===== config.mk =====
export PLATFORM = sky130hd
export DESIGN_NAME = counter_priority_task_scheduler_core
export DESIGN_NICKNAME = d
export VERILOG_FILES = /design/src/hdl/cpts_pkg.sv /design/src/hdl/cpts_table.sv /design/src/hdl/counter_priority_task_scheduler_core.sv
export SDC_FILE = /design/constraint.sdc
export NUM_CORES = 1
export LEC_CHECK = 0
export ABC_AREA = 0
export BUFFER_PORTS_ARGS = -buffer_cell sky130_fd_sc_hd__buf_2
export CAP_MARGIN = 20
export CORE_MARGIN = 4
export CORE_UTILIZATION = 55
export DETAILED_ROUTE_END_ITERATION = 8
export PLACE_DENSITY = 0.75
export SLEW_MARGIN = 10
export SYNTH_ARGS = -nofsm -noshare
export SYNTH_HDL_FRONTEND = slang
export SYNTH_SLANG_ARGS = --single-unit
export TNS_END_PERCENT = 30

===== constraint.sdc =====
create_clock -name clk_i -period 8.3 [get_ports clk_i]
set_clock_uncertainty 0.1 [all_clocks]
set_input_delay 1.66 -clock clk_i [delete_from_list [all_inputs] [get_ports clk_i]]
set_output_delay 1.66 -clock clk_i [all_outputs]
set_load 0.05 [all_outputs]

===== src/hdl/cpts_pkg.sv =====
// shared types and constants of the counter-priority task scheduler
`timescale 1ns / 1ps
package cpts_pkg;

  localparam int unsigned TASK_SLOTS = 16;
  localparam int unsigned IDX_W      = $clog2(TASK_SLOTS);
  localparam int unsigned KCNT_W     = IDX_W + 1;
  localparam int unsigned SLOT_W     = 4;
  localparam int unsigned ST_W       = 2;
  localparam int unsigned PRIO_W     = 8;
  localparam int unsigned CNT_W      = 9;
  localparam int unsigned WAKE_W     = 32;
  localparam int unsigned SECS_W     = 16;
  localparam int unsigned MS_PER_SEC = 1000;
  localparam int unsigned MS_W       = SECS_W + 10;

  typedef enum logic [1:0] {
    OP_LOAD    = 2'd0,
    OP_TICK    = 2'd1,
    OP_SLEEP   = 2'd2,
    OP_RESCHED = 2'd3
  } op_e;

  typedef enum logic [ST_W-1:0] {
    ST_EMPTY    = 2'd0,
    ST_RUNNING  = 2'd1,
    ST_SLEEPING = 2'd2,
    ST_EXITED   = 2'd3
  } status_e;

  typedef struct packed {
    status_e             status;
    logic [PRIO_W-1:0]   prio;
    logic [CNT_W-1:0]    counter;
    logic [WAKE_W-1:0]   wake;
  } entry_t;

  typedef struct packed {
    logic [IDX_W-1:0] rd_addr;
    logic             wr_en;
    logic [IDX_W-1:0] wr_addr;
    entry_t           wr_data;
  } mem_req_t;

endpackage


===== src/hdl/cpts_table.sv =====
// task table memory, one read and one write port, entries read as zero until written
`timescale 1ns / 1ps
module cpts_table import cpts_pkg::*; (
  input  logic     clk_i,
  input  logic     rst_ni,
  input  mem_req_t req_i,
  output entry_t   rd_data_o
);

  entry_t                mem [TASK_SLOTS];
  logic [TASK_SLOTS-1:0] vld_q;
  entry_t                rd_q;
  logic                  rd_vld_q;

  always_ff @(posedge clk_i) begin
    if (req_i.wr_en) begin
      mem[req_i.wr_addr] <= req_i.wr_data;
    end
    rd_q <= mem[req_i.rd_addr];
  end

  always_ff @(posedge clk_i or negedge rst_ni) begin
    if (!rst_ni) begin
      vld_q    <= '0;
      rd_vld_q <= 1'b0;
    end else begin
      if (req_i.wr_en) begin
        vld_q[req_i.wr_addr] <= 1'b1;
      end
      rd_vld_q <= vld_q[req_i.rd_addr];
    end
  end

  assign rd_data_o = rd_vld_q ? rd_q : '0;

endmodule


===== src/hdl/counter_priority_task_scheduler_core.sv =====
// counter-priority task scheduler: command sequencer around the task table
//
//  channel  handshake          payload
//  command  start_i / busy_o   op_i, now_ms_i, slot_i, load_status_i,
//                              load_priority_i, load_counter_i, sleep_seconds_i
//  result   done_o (strobe)    switched_o, next_slot_o, stuck_o
//
// a load completes in the idle state; a tick that leaves a nonzero counter ends
// after the current entry is read; a reschedule walks the table once, or twice when
// every running counter is zero, one entry per cycle
// through the single table read port
// reset empties the table at once through per-entry valid bits
// done_o pulses for one cycle and the receiver cannot stall it; busy_o falls
// at the edge that registers the result, and a load never raises it
`timescale 1ns / 1ps
module counter_priority_task_scheduler_core import cpts_pkg::*; (
  input  logic              clk_i,
  input  logic              rst_ni,
  input  logic              start_i,
  output logic              busy_o,
  input  logic [1:0]        op_i,
  input  logic [WAKE_W-1:0] now_ms_i,
  input  logic [SLOT_W-1:0] slot_i,
  input  logic [ST_W-1:0]   load_status_i,
  input  logic [PRIO_W-1:0] load_priority_i,
  input  logic [CNT_W-1:0]  load_counter_i,
  input  logic [SECS_W-1:0] sleep_seconds_i,
  output logic              done_o,
  output logic              switched_o,
  output logic [SLOT_W-1:0] next_slot_o,
  output logic              stuck_o
);

  localparam logic [1:0] S_IDLE = 2'd0;
  localparam logic [1:0] S_CUR  = 2'd1;
  localparam logic [1:0] S_SCAN = 2'd2;
  localparam logic [1:0] S_DEC  = 2'd3;

  logic [1:0]        state_q, state_d;
  op_e               op_q, op_d;
  logic [WAKE_W-1:0] now_q, now_d;
  logic [SECS_W-1:0] secs_q, secs_d;
  logic [IDX_W-1:0]  cur_q, cur_d;

  logic [KCNT_W-1:0] k_q, k_d;
  logic              pv_q, pv_d;
  logic [IDX_W-1:0]  pidx_q, pidx_d;
  logic              pass_q, pass_d;
  logic              found_q, found_d;
  logic [CNT_W-1:0]  best_q, best_d;
  logic [IDX_W-1:0]  bidx_q, bidx_d;
  status_e           st0_q, st0_d;

  logic              done_q, done_d;
  logic              sw_q, sw_d;
  logic [IDX_W-1:0]  nslot_q, nslot_d;
  logic              stuck_q, stuck_d;

  mem_req_t          req;
  entry_t            rd;
  entry_t            upd;
  logic [MS_W-1:0]   sleep_ms;
  logic              accept;
  logic              stuck_c;
  logic              pick_ok;
  logic [IDX_W-1:0]  sel;

  cpts_table u_table (
    .clk_i     (clk_i),
    .rst_ni    (rst_ni),
    .req_i     (req),
    .rd_data_o (rd)
  );

  assign busy_o   = (state_q != S_IDLE);
  assign accept   = start_i && !busy_o;
  assign sleep_ms = MS_W'(secs_q) * MS_W'(MS_PER_SEC);

  // scan datapath: wake or refill the entry that came back from the table
  always_comb begin
    upd = rd;
    if (!pass_q) begin
      if (rd.status != ST_EMPTY && rd.status != ST_EXITED && now_q > rd.wake) begin
        upd.status = ST_RUNNING;
      end
    end else if (rd.status != ST_EMPTY) begin
      upd.counter = CNT_W'(rd.prio) + (rd.counter >> 1);
    end
  end

  always_comb begin
    stuck_c = pass_q && found_q && (best_q == '0);
    pick_ok = found_q && !stuck_c;
    sel     = pick_ok ? bidx_q : '0;
  end

  always_comb begin
    state_d = state_q;
    op_d    = op_q;
    now_d   = now_q;
    secs_d  = secs_q;
    cur_d   = cur_q;
    k_d     = k_q;
    pv_d    = 1'b0;
    pidx_d  = pidx_q;
    pass_d  = pass_q;
    found_d = found_q;
    best_d  = best_q;
    bidx_d  = bidx_q;
    st0_d   = st0_q;
    done_d  = 1'b0;
    sw_d    = 1'b0;
    nslot_d = cur_q;
    stuck_d = 1'b0;

    req.rd_addr = cur_q;
    req.wr_en   = 1'b0;
    req.wr_addr = cur_q;
    req.wr_data = rd;

    unique case (state_q)
      S_IDLE: begin
        if (accept) begin
          op_d   = op_e'(op_i);
          now_d  = now_ms_i;
          secs_d = sleep_seconds_i;
          if (op_e'(op_i) == OP_LOAD) begin
            if (int'(slot_i) < TASK_SLOTS) begin
              req.wr_en           = 1'b1;
              req.wr_addr         = IDX_W'(slot_i);
              req.wr_data.status  = status_e'(load_status_i);
              req.wr_data.prio    = load_priority_i;
              req.wr_data.counter = load_counter_i;
              req.wr_data.wake    = '0;
            end
            done_d = 1'b1;
          end else begin
            state_d = S_CUR;
          end
        end
      end

      S_CUR: begin
        // current entry is on the read port; prepare the first table walk
        k_d     = '0;
        pass_d  = 1'b0;
        found_d = 1'b0;
        state_d = S_SCAN;
        case (op_q)
          OP_TICK: begin
            req.wr_en = 1'b1;
            if (rd.counter > CNT_W'(1)) begin
              req.wr_data.counter = rd.counter - CNT_W'(1);
              done_d  = 1'b1;
              state_d = S_IDLE;
            end else begin
              req.wr_data.counter = '0;
            end
          end
          OP_SLEEP: begin
            if (rd.status != ST_EMPTY) begin
              req.wr_en          = 1'b1;
              req.wr_data.status = ST_SLEEPING;
              req.wr_data.wake   = now_q + WAKE_W'(sleep_ms);
            end
          end
          default: begin
          end
        endcase
      end

      S_SCAN: begin
        if (int'(k_q) < TASK_SLOTS) begin
          req.rd_addr = k_q[IDX_W-1:0];
          k_d         = k_q + KCNT_W'(1);
          pv_d        = 1'b1;
          pidx_d      = k_q[IDX_W-1:0];
        end
        if (pv_q) begin
          req.wr_en   = 1'b1;
          req.wr_addr = pidx_q;
          req.wr_data = upd;
          if (pidx_q == '0) begin
            st0_d = upd.status;
          end
          if (upd.status == ST_RUNNING && (!found_q || upd.counter > best_q)) begin
            found_d = 1'b1;
            best_d  = upd.counter;
            bidx_d  = pidx_q;
          end
        end else if (int'(k_q) >= TASK_SLOTS) begin
          state_d = S_DEC;
        end
      end

      S_DEC: begin
        if (!pass_q && found_q && best_q == '0) begin
          // every running counter ran out: refill and walk again
          pass_d  = 1'b1;
          k_d     = '0;
          found_d = 1'b0;
          state_d = S_SCAN;
        end else begin
          done_d  = 1'b1;
          stuck_d = stuck_c;
          sw_d    = pick_ok || (st0_q != ST_EMPTY);
          if (pick_ok || (st0_q != ST_EMPTY)) begin
            cur_d   = sel;
            nslot_d = sel;
          end
          state_d = S_IDLE;
        end
      end

      default: begin
        state_d = S_IDLE;
      end
    endcase
  end

  always_ff @(posedge clk_i or negedge rst_ni) begin
    if (!rst_ni) begin
      state_q <= S_IDLE;
      cur_q   <= '0;
      pv_q    <= 1'b0;
      done_q  <= 1'b0;
    end else begin
      state_q <= state_d;
      cur_q   <= cur_d;
      pv_q    <= pv_d;
      done_q  <= done_d;
    end
  end

  always_ff @(posedge clk_i) begin
    op_q    <= op_d;
    now_q   <= now_d;
    secs_q  <= secs_d;
    k_q     <= k_d;
    pidx_q  <= pidx_d;
    pass_q  <= pass_d;
    found_q <= found_d;
    best_q  <= best_d;
    bidx_q  <= bidx_d;
    st0_q   <= st0_d;
    sw_q    <= sw_d;
    nslot_q <= nslot_d;
    stuck_q <= stuck_d;
  end

  assign done_o      = done_q;
  assign switched_o  = sw_q;
  assign next_slot_o = SLOT_W'(nslot_q);
  assign stuck_o     = stuck_q;

endmodule


-- Yosys cells after proc, flatten, opt, wreduce, memory -nomap -nowiden
Memory sizes are Yosys's and may differ from the RTL's. A register that Yosys moved wholly into a read port is not among the register bits.
Cells that the tools add are included.
- muxes and demuxes: 58
- order comparisons: 8
- bitwise gates (word level): 2
- add/subtract/negate cells: 4
- reduce and logical (&&, ||, !) cells: 34
- equal/unequal tests: 15
- $mul: 1
- operator list (kind ; count):
    2-to-1 mux 56 bit ; 3
    one-hot mux 41 bit (3 select lines) ; 1
    2-to-1 mux 32 bit ; 2
    2-to-1 mux 51 bit ; 1
    2-to-1 mux 9 bit ; 4
    adder 32 x 26 -> 32 bit ; 1
    > comparator 32 bit ; 1
    2-to-1 mux 4 bit ; 6
    multiplier 16 x 7 -> 23 bit (second input constant) ; 1
    2-to-1 mux 2 bit ; 11
    inequality test 2 bit (second input constant) ; 9
    2-to-1 mux 1 bit ; 16
    bitwise OR 16 bit ; 1
    one-hot mux 8 bit (2 select lines) ; 1
    one-hot mux 5 bit (3 select lines) ; 1
    logical AND 1 bit ; 10
    less-than comparator 4 x 5 -> 1 bit (second input constant) ; 2
    2-to-1 mux 5 bit ; 2
    adder 8 x 8 -> 9 bit ; 1
    > comparator 9 x 1 -> 1 bit (second input constant) ; 1
    > comparator 9 bit ; 1
    logical NOT 9 bit ; 1
    one-hot mux 1 bit (3 select lines) ; 3
    AND reduction 3 bit ; 3
    23 further kinds ; 39
- bits in writable memories: 816
- output and inout bits: 8
- register bits: 107
- input port bits: 76
- word-level logic and storage cells: 142
- memories kept: 1
- memories (memory ; depth ; width ; read ports ; clocked after memory_dff ; write ports ; line ; RTL):
    u_table.mem ; 16 ; 51 ; 1 ; 1 ; 1 ; cpts_table.sv:10 ; entry_t mem [TASK_SLOTS];

-- Longest topological paths before layout
Gate-level depths: netlist of the first run.
- depth after elaboration: 13
- depth in mapped cells: 25
- depth with buffers taken out: 25

-- Hierarchy
From an unflattened synthesis of the first run, not the netlist that was laid out.
- cell total of the unflattened synthesis: 2479
- area total of the unflattened synthesis: 42498.3 um^2
- modules (own cells, without submodules) (module ; cells an instance ; area an instance (um^2) ; instances ; sequential area each (um^2)):
    cpts_table ; 1416 ; 32580.0 ; 1 ; 25949.9
    counter_priority_task_scheduler_core ; 1063 ; 9918.3 ; 1 ; 2602.5

-- Least setup slack after synthesis of the first run
No wires, ideal clock.
- path type: register to register
- start point: reg secs_q[1]
- end point: mem u_table.mem[0][25] in the netlist's numbering, data pin
- path buffers: 1
- arrival time: 5929 ps
- library setup time: 346 ps
- period minus slack after synthesis: 6374 ps
- path slack: 1926 ps
- stages on the path, launching flop included: 23
- data required time: 7854 ps
- path through: edfxtp_1 -> fa_1 -> inv_1 -> fa_1 -> fa_1 -> fa_1 -> inv_1 -> ha_1 -> o21a_1 -> o31a_1 -> o21a_1 -> a21oi_1 -> xnor2_1 -> ha_1 -> clkbuf_1 -> and4_1 -> and3_1 -> and3_1 -> o21ai_0 -> and2_1 -> o21ai_0 -> nor2_1 -> o32ai_1
- RTL lines (item ; line ; RTL):
    from (decl) ; counter_priority_task_scheduler_core.sv:42 ; logic [SECS_W-1:0] secs_q, secs_d;
    from (signal assigned) ; counter_priority_task_scheduler_core.sv:238 ; secs_q <= secs_d;
    to (decl) ; cpts_table.sv:10 ;

==> summary by stage, run 1 <==
Status
The flow ran to the end, and the final reports show no timing, DRC or antenna violations.

Drt
The vias per cell is 6.29. The number of design rule violations left after detail routing is 0. The number of optimization iterations in the first detailed-route pass is 6.

The total length of routed wires is 101 mm. The total via count in the routed design is 23,947. The first routing iteration left 2,778 violations. The routed wirelength normalized by instance count is 26.5 um.

The number of antenna-violating nets in the routed design is 0.

Clocking
The clock latency of the later-clocked register in the worst-skew pair is 0.67 ns. The clock net in this run drives a total of 974 sinks. After clock tree synthesis, the clock-pin slew on the worst setup and hold paths is 0.06 ns. After clock tree synthesis, the flow added hold-fix buffers numbering 0. The number of buffers inserted during clock tree synthesis is 96.

The library cell used as clock root buffer is sky130_fd_sc_hd__clkbuf_16. The post-cts gate resize count is 0. The setup fix buffers added after clock tree synthesis is 0.

The H-tree was split into 3 levels. The worst-case clock buffer depth is 3. TritonCTS built the clock tree.

Setup path
The critical path is of the reg -> reg type. STA puts the critical path data required time at 8.50 ns. The end of the critical path is u_table.mem[4][28]. The endpoint identified for the worst register-to-register timing path is u_table.mem[4][28]. The worst setup path is launched from a register. The capturing element type of the critical path is a register. The maximum fanout along the worst path is 16. The worst setup path startpoint is secs_q[1]. The data arrival at the endpoint of the critical path is 7.53 ns. The setup slack of the worst register-to-register path is 0.98 ns. The depth of the worst register-to-register path is 23. The reg-to-reg startpoint is secs_q[1].

Placed design
The number of buffers added on ports is 83. The post-DP HPWL is 58.4 mm. The placer congestion estimate is 0.937. The pre-CTS worst setup slack is 1.12 ns.

Floorplanning
The region available for standard cell placement spans 76,200 um^2. The die height is 286 um. Once the floorplan was initialized, standard cells occupied 55.6% of the core.

The number of rows in the core area is 101. The die covers 81,600 um^2. Pin placement for this block handled 84 I/O pins. The die is 286 um wide.

Layout
The relative area change from synthesis to final layout is 13.0%. The repair_antennas step left the layout with diodes totalling 0. The total of fill cells in the finished design is 5,163. The fraction of layout instances using a drive strength above 1 is 21.4%. The final layout contains 2,961 nets.

Synthesis
In the synthesized netlist, the cells that appear most often are 892 x sky130_fd_sc_hd__edfxtp_1, 208 x sky130_fd_sc_hd__mux4_2, 208 x sky130_fd_sc_hd__nand2_1, 134 x sky130_fd_sc_hd__ha_1, 121 x sky130_fd_sc_hd__inv_1. The number of flops mapped to enable cells by yosys is 892. In this run the mean area of a mapped cell was 16.7 um^2. After synthesis, flip-flops and latches occupy 67.4% of the total area.

Sorting the synthesized cells by area gives the leading types as sky130_fd_sc_hd__edfxtp_1 63%, sky130_fd_sc_hd__mux4_2 11%, sky130_fd_sc_hd__ha_1 4.0%, sky130_fd_sc_hd__dfxtp_1 2.7%, sky130_fd_sc_hd__fa_1 2.6%. The number of synthesis warnings is 0. The library cell with the highest instance count after synthesis is sky130_fd_sc_hd__edfxtp_1. Counting distinct cell types in the post-synthesis netlist gives 62. The post-synthesis net count is 2,798. Counting flops with an async set or reset pin after synthesis yields a share of 2.57%.

Synthesis inferred 974 register bits. The post-synthesis cell area is 42,400 um^2. The gate count after technology mapping is 2,532. Summed over its instances, the top area cell type makes up 63.2% of the synthesized netlist area. The most frequently used flop master after synthesis is sky130_fd_sc_hd__edfxtp_1. Summed over all instances, the cell type with the most area after synthesis is sky130_fd_sc_hd__edfxtp_1.

Global routing
Global routing consumed, on the met3 layer, 4.57% of the routing resources. The initial antenna violation count is 2. The via count of the first global-routing pass is 24,481. In the global route stage, overall resource usage came out at 24.7%. The total overflow left after global routing is 0. Entering global routing, the biggest net connects 92 pins.

The met2 global-route usage is 39.9%. The first global-routing pass estimated 152 mm of wire. After global routing, the most crowded layer is met2. Global routing consumed, on the met1 layer, 35.2% of the routing resources.

STA
Derived from the worst setup path, the maximum achievable clock frequency is 137 MHz. The number of hold-slack violations in the final timing report came to 0. Final hold analysis gives a worst-case slack of 0.378 ns. The total of endpoints with negative setup slack in the final report is 0. Setup repair after global routing left no endpoint under its margin.

The total count of max-transition violations in the final report is 0. Summed over all failing endpoints, the final setup total negative slack is 0 ns. At the pin with the least slew margin, the transition time is 1.14 ns.

In the post-route analysis, the smallest setup slack over all paths is 0.978 ns. The portion of the clock cycle consumed by the worst path in the final layout is 88.2%. After layout, the minimum clock period comes to 7.32 ns. The worst slew margin relative to its limit is 22.6%.

Job
The count of max-cap constraint violations is 0.

Worst hold path
The worst hold path belongs to the class reg -> reg. The startpoint identified for the worst hold timing path is pidx_q[0].
## metal layers
| metal | part of all wire (%) | vias up |
|---|---|---|
| met4 | 2.9 | 4 |
| met3 | 9.5 | 186 |
| met2 | 48 | 1314 |
| li1 | - | 10218 |
| met1 | 39 | 12225 |
| met5 | 0.021 | - |
## cell families (layout without fill, tap and decap cells)
group / count (synthesis) / count (layout) / synth area share [%]
flops: 974 / 974 / 67.4
simple gates: 489 / 489 / 5.48
compound gates: 384 / 384 / 5.88
buf+inv: 225 / 468 / 2.27
mux: 222 / 222 / 11.4
fa+ha+maj: 190 / 190 / 6.60
xor+xnor: 48 / 48 / 0.992
## critical path, cell delays in order, from the launching register on
cell                       delay, ns
sky130_fd_sc_hd__edfxtp_1       0.51
sky130_fd_sc_hd__fa_1           0.59
sky130_fd_sc_hd__inv_1          0.07
sky130_fd_sc_hd__fa_1           0.57
sky130_fd_sc_hd__fa_1           0.45
sky130_fd_sc_hd__fa_1           0.50
sky130_fd_sc_hd__inv_1          0.05
sky130_fd_sc_hd__ha_1           0.33
sky130_fd_sc_hd__a21o_1         0.18
sky130_fd_sc_hd__nand2_1        0.06
sky130_fd_sc_hd__o21ai_0        0.11
sky130_fd_sc_hd__o21a_1         0.26
sky130_fd_sc_hd__a211oi_1       0.24
sky130_fd_sc_hd__o21bai_1       0.14
sky130_fd_sc_hd__o311ai_0       0.40
sky130_fd_sc_hd__ha_1           0.38
sky130_fd_sc_hd__a21o_1         0.21
sky130_fd_sc_hd__a211oi_1       0.25
sky130_fd_sc_hd__o21ai_0        0.15
sky130_fd_sc_hd__a21oi_1        0.23
sky130_fd_sc_hd__nand3b_1       0.14
sky130_fd_sc_hd__nand4_1        0.15
sky130_fd_sc_hd__xor2_1         0.09
sky130_fd_sc_hd__o22ai_1        0.79
## area by class of cell
type                    instances  area, um^2  area share, %
multi-input cells            1333       13100           27.3
inverters                     122         458          0.956
clock buffers                 120        2580           5.40
clock inverters                58         682           1.42
well taps                    1030        1290           2.69
repair buffers                168        1240           2.58
flip-flops and latches        974       28600           59.6
## how the worst min path moves through the flow
stage | endpoint | slack (ns) | depth (start not counted)
after floorplan | u_table.vld_q[14] | 0.33 | 1
after global placement | u_table.vld_q[5] | 0.35 | 1
after detailed placement | u_table.vld_q[4] | 0.35 | 1
after CTS | u_table.vld_q[5] | 0.37 | 1
after global routing | u_table.vld_q[9] | 0.39 | 1
final | bidx_q[0] | 0.38 | 0
## cell usage in the layout, fill, tap and decap left out, types with 10 or more instances in the layout
master                      instances
sky130_fd_sc_hd__edfxtp_1         892
sky130_fd_sc_hd__nand2_1          208
sky130_fd_sc_hd__mux4_2           208
sky130_fd_sc_hd__ha_1             134
sky130_fd_sc_hd__inv_1            121
sky130_fd_sc_hd__clkbuf_16         97
sky130_fd_sc_hd__buf_2             83
sky130_fd_sc_hd__a21oi_1           69
sky130_fd_sc_hd__buf_4             69
sky130_fd_sc_hd__nor2_1            65
sky130_fd_sc_hd__a31oi_1           65
sky130_fd_sc_hd__and2_1            64
sky130_fd_sc_hd__o21ai_0           62
sky130_fd_sc_hd__a211oi_1          61
sky130_fd_sc_hd__dfxtp_1           57
sky130_fd_sc_hd__fa_1              56
sky130_fd_sc_hd__xnor2_1           34
sky130_fd_sc_hd__a21o_1            31
sky130_fd_sc_hd__or2_2             24
sky130_fd_sc_hd__dfrtp_1           24
sky130_fd_sc_hd__nand3_1           23
sky130_fd_sc_hd__nand4_1           19
sky130_fd_sc_hd__o22ai_1           18
sky130_fd_sc_hd__nor2_4            17
sky130_fd_sc_hd__clkinv_2          17
sky130_fd_sc_hd__clkbuf_1          16
sky130_fd_sc_hd__xor2_1            14
sky130_fd_sc_hd__nor2b_1           13
sky130_fd_sc_hd__o21bai_1          12
sky130_fd_sc_hd__nor3_1            12
sky130_fd_sc_hd__nand2b_1          11
sky130_fd_sc_hd__clkinv_1          11
sky130_fd_sc_hd__o21a_1            11
sky130_fd_sc_hd__o211ai_1          10
sky130_fd_sc_hd__bufinv_16         10
## flip-flops by register name, summed over array words and instances, names as in the netlist, 4 cells and up
| name | cells |
|---|---|
| best_q | 9 |
| bidx_q | 4 |
| cur_q | 4 |
| k_q | 5 |
| next_slot_o | 4 |
| now_q | 32 |
| pidx_q | 4 |
| secs_q | 16 |
| u_table.mem | 816 |
| u_table.rd_q | 51 |
| u_table.vld_q | 16 |
## through the flow
| stage | utilization (%) | std cells | instance area [um^2] |
|---|---|---|---|
| finish | 62.8 | 3805 | 47900 |
| CTS | 62.5 | 3785 | 47600 |
| global placement | 58.2 | 3604 | 44300 |
| floorplan | - | 2532 | 42400 |
| detailed placement | 58.2 | 3607 | 44400 |
| global route | 62.8 | 3805 | 47900 |
Power of run 1 is not shown: default switching activity piles up to over one toggle a cycle in this logic, so the estimate is an artifact.
==> inputs of run 2 (changes only) <==
--- a/config.mk
+++ b/config.mk
@@ -5,7 +5,7 @@
 export SDC_FILE = /design/constraint.sdc
 export NUM_CORES = 1
 export LEC_CHECK = 0
-export ABC_AREA = 0
+export ABC_AREA = 1
 export BUFFER_PORTS_ARGS = -buffer_cell sky130_fd_sc_hd__buf_2
 export CAP_MARGIN = 20
 export CORE_MARGIN = 4
==> run 2 against run 1 <==
Compared with the run above: first-iteration DRC count grew 9.6%; hold slack worse by 0.015 ns; critical path type unchanged; die area up 7.0%; synthesized area up 7.2%; register-to-register slack gained 0.82 ns; synthesized cell count rose by 61%; fmax is 13% higher; cell count up 40%; sequential share of layout area is 3.1 points lower; sequential cell count did not move; highest routed layer is now met4; critical path depth is 3 higher.
==> summary by stage, run 2 <==
STA
The number of hold-slack violations in the final timing report is 0 (unchanged). The total of endpoints with negative setup slack in the final report is 0 (unchanged). The post-route worst hold slack is 0.363 ns (-0.0151 ns). The portion of the clock cycle consumed by the worst path in the final layout was 78.4% (-9.9 points). The total count of max-transition violations in the final report is 0 (unchanged). The transition time at the pin with the least slew margin is 1.21 ns (+0.0713 ns). The minimum clock period after layout is 6.50 ns (-0.819 ns). The final total negative setup slack is 0 ns (unchanged). Setup repair after global routing left no endpoint under its margin. The highest clock rate is 154 MHz (+13%). The worst slew margin relative to its limit is 19.0% (-3.5 points).

Worst hold path
The worst min-delay path class is reg -> reg. The worst-case hold path end point is u_table.vld_q[15]. The launch point of the worst hold path is u_table.vld_q[15]. The cell depth of the worst hold path came to 1 (+1).

Clocking
The worst-case clock buffer depth is 3 (unchanged). The clock latency of the later-clocked register in the worst-skew pair was 0.69 ns (+0.02 ns). The number of buffers inserted during clock tree synthesis is 100 (+4.2%). The clock tree from TritonCTS is done. In this run the clock root is driven by a sky130_fd_sc_hd__clkbuf_16. The post-cts gate resize count came to 0 (unchanged). The setup fix buffers added after clock tree synthesis is 0 (unchanged). The clock-pin slew of the registers on the worst-case setup and hold paths was 0.06 ns (about the same). The count of clock tree sinks was 974 (unchanged). The number of H-tree levels is 3 (unchanged). The number of buffers inserted by hold repair at cts was 0 (unchanged).

Placed design
The placer congestion estimate is 0.970 (+3.5%). The number of buffers added on ports is 83 (unchanged). The post-DP HPWL is 66.3 mm (+14%).

The total placed instance area is 47,100 um^2 (+6.2%).

Setup path
The worst setup path is captured at a register. The required time at the worst-slack endpoint came to 8.46 ns (-0.04 ns). By startpoint and endpoint, the worst setup path is classified as reg -> reg. The setup slack of the worst register-to-register path came to 1.80 ns (+0.82 ns).

The reg-to-reg startpoint is secs_q[11]. The depth of the worst register-to-register path is 26 (+13%). The data arrival at the endpoint of the critical path is 6.66 ns (-0.87 ns). The type of origin of the critical path is a register. The maximum fanout along the worst path is 16 (unchanged). The worst flop-to-flop path endpoint is u_table.mem[13][30].

Synthesis
The number of synthesis warnings came to 0 (unchanged). Ranked by total cell area, the synthesized netlist is headed by sky130_fd_sc_hd__edfxtp_1 59%, sky130_fd_sc_hd__o211ai_1 7.0%, sky130_fd_sc_hd__nand2_1 6.5%, sky130_fd_sc_hd__inv_1 5.3%, sky130_fd_sc_hd__nand3_1 4.1%. Sorting the synthesized cells by how often they occur yields 892 x sky130_fd_sc_hd__edfxtp_1, 784 x sky130_fd_sc_hd__nand2_1, 636 x sky130_fd_sc_hd__inv_1, 424 x sky130_fd_sc_hd__o211ai_1, 373 x sky130_fd_sc_hd__nand3_1. The synthesized flop and latch total is 974 (unchanged). The post-synthesis cell area is 45,400 um^2 (+7.2%). The biggest area contributor in the post-synthesis netlist is sky130_fd_sc_hd__edfxtp_1. The library cell with the highest instance count after synthesis is sky130_fd_sc_hd__edfxtp_1. The async set-reset flop share out of synthesis is 2.57% (unchanged).

The share of the synthesized area in the top cell type is 59.0% (-4.2 points). The number of flops mapped to enable cells by yosys is 892 (unchanged). The most used flip-flop cell after synthesis is sky130_fd_sc_hd__edfxtp_1.

The unique cell type count in the Yosys netlist came to 50 (-19%). The post-synthesis net count came to 4,355 (+56%). The mean cell area of the mapped netlist is 11.1 um^2 (-34%). The gate count after technology mapping was 4,089 (+61%). The sequential element share of the synthesized area is 62.8% (-4.5 points).

Layout
The number of flip-flops in the largest register is 816 (unchanged). The area of all placed cells without fillers is 50,600 um^2 (+5.6%). The net count reported at finish is 4,440 (+50%).

The register name with the most flops is u_table.mem. The most frequent standard cell in the layout excluding fill and tap cells is sky130_fd_sc_hd__edfxtp_1. In the final layout, the registers with the most flip-flops are u_table.mem x816, u_table.rd_q x51, now_q x32. Relative to the synthesized area, the layout overhead comes to 11.3%. The total of fill cells in the finished design is 6,285 (+22%). In the layout the commonest cells are 892 x sky130_fd_sc_hd__edfxtp_1, 784 x sky130_fd_sc_hd__nand2_1, 635 x sky130_fd_sc_hd__inv_1. The fraction of layout instances using a drive strength above 1 is 8.50% (-13 points).

Drt
The number of optimization iterations in the first detailed-route pass is 5 (-1). The total via count in the routed design was 30,830 (+29%). The routed wirelength normalized by instance count is 21.2 um (-20%). The vias per cell is 5.78 (-8.1%). The number of antenna-violating nets in the routed design is 0 (unchanged). The number of design rule violations left after detail routing is 0 (unchanged). The total length of routed wires is 113 mm (+12%).

The violation count after the first detailed-routing iteration is 3,045 (+9.6%).

Status
The run finished with clean final reports.

Floorplanning
The initial standard-cell utilization of the core is 55.4% (-0.20 points). The die span in x was 295 um (+3.4%). The number of rows in the core area came to 105 (+4.0%). The die height is 295 um (+3.4%). The area of the die came to 87,300 um^2 (+7.0%). The number of top-level pins is 84 (unchanged). The placeable core region was 82,000 um^2 (+7.6%).

Global routing
The via count of the first global-routing pass is 29,558 (+21%). The global-route wire length before repair was 171 mm (+13%). The total global routing overflow is 0 (unchanged). The maximum number of pins on one net before global-route repair was 246 (+170%). The initial antenna violation count was 2 (unchanged). The overall fraction of global-route tracks in use is 25.8% (+1.0 points).

Job
The count of max-cap constraint violations came to 0 (unchanged).
## run 2: cell types whose count changed after synthesis, moves of 58 or more
| cell | change |
|---|---|
| sky130_fd_sc_hd__nand3_1 | +350 |
| sky130_fd_sc_hd__buf_2 | +78 |
| sky130_fd_sc_hd__nand2_1 | +576 |
| sky130_fd_sc_hd__a31oi_1 | -62 |
| sky130_fd_sc_hd__a211oi_1 | -58 |
| sky130_fd_sc_hd__o211ai_1 | +414 |
| sky130_fd_sc_hd__inv_1 | +515 |
| sky130_fd_sc_hd__and2_1 | -62 |
| sky130_fd_sc_hd__mux4_2 | -208 |
## run 2: worst max-delay path by stage
| stage | cells after the start | slack, ns | start | endpoint |
|---|---|---|---|---|
| 6_report | 26 | 1.80 | secs_q[11] | u_table.mem[13][30] |
| 5_1_grt | 26 | 1.17 | secs_q[11] | u_table.mem[13][30] |
| 4_1_cts | 25 | 1.78 | secs_q[11] | u_table.mem[1][23] |
| 3_5_place_dp | 25 | 1.79 | secs_q[9] | u_table.mem[0][23] |
| 3_3_place_gp | 25 | 1.82 | secs_q[11] | u_table.mem[4][29] |
| 2_1_floorplan | 25 | 2.59 | secs_q[9] | u_table.mem[0][23] |
## run 2: kinds of logic (layout without fill, tap and decap cells)
group,after synthesis,count (layout),share of synthesized area (%)
and+or+nand+nor,1344,1344,12.5
xor gates and xnor gates,35,35,0.675
DFF,974,974,62.8
adders and majority gates,190,190,6.16
buffers and inverters,832,1002,7.33
other,0,3,0
AOI/OAI and AO/OA,714,714,10.5
## run 2: cell type report
type	count	area [um^2]	area share, %
Sequential cell	974	28600	56.5
Multi-Input combinational cell	2283	13700	27.1
Clock buffer	144	2870	5.68
Inverter	644	2430	4.80
Tap cell	1070	1340	2.65
Timing Repair Buffer	171	1180	2.34
Clock inverter	43	460	0.911
Antenna cell	3	7.51	0.0148
## run 2: per-stage QoR
step | util, % | setup slack, ns | cells
floorplan | - | 2.59 | 4089
global placement | 57.4 | 1.82 | 5127
detailed placement | 57.5 | 1.79 | 5131
CTS | 61.5 | 1.78 | 5318
global route | 61.7 | 1.17 | 5331
finish | 61.7 | 1.80 | 5332
## run 2: layer usage
metal / track usage [%] / vias to the layer above / share of wire (%)
li1: - / 14449 / -
met1: 35.7 / 14849 / 41
met2: 43.1 / 1317 / 48
met3: 3.01 / 215 / 7.9
met4: 8.03 / 0 / 2.8
met5: 0 / - / 0
## run 2: worst max-delay path, cell delays in order (launching register included)
cell                       delay, ns
sky130_fd_sc_hd__edfxtp_1       0.49
sky130_fd_sc_hd__inv_1          0.21
sky130_fd_sc_hd__fa_1           0.47
sky130_fd_sc_hd__fa_1           0.53
sky130_fd_sc_hd__inv_1          0.06
sky130_fd_sc_hd__fa_1           0.49
sky130_fd_sc_hd__inv_1          0.05
sky130_fd_sc_hd__fa_1           0.48
sky130_fd_sc_hd__inv_1          0.06
sky130_fd_sc_hd__ha_1           0.38
sky130_fd_sc_hd__nand2_1        0.13
sky130_fd_sc_hd__nor2_1         0.16
sky130_fd_sc_hd__nand2_1        0.06
sky130_fd_sc_hd__o21ai_0        0.31
sky130_fd_sc_hd__a31oi_1        0.16
sky130_fd_sc_hd__xnor2_1        0.16
sky130_fd_sc_hd__ha_1           0.35
sky130_fd_sc_hd__a21oi_1        0.26
sky130_fd_sc_hd__o21ai_0        0.17
sky130_fd_sc_hd__a21oi_1        0.22
sky130_fd_sc_hd__nor2_1         0.06
sky130_fd_sc_hd__nor2_1         0.12
sky130_fd_sc_hd__nand2_1        0.07
sky130_fd_sc_hd__nand2_1        0.05
sky130_fd_sc_hd__nand3_1        0.12
sky130_fd_sc_hd__nand2_1        0.10
sky130_fd_sc_hd__nand2_1        0.31
Power of run 2 is left out for the same reason.
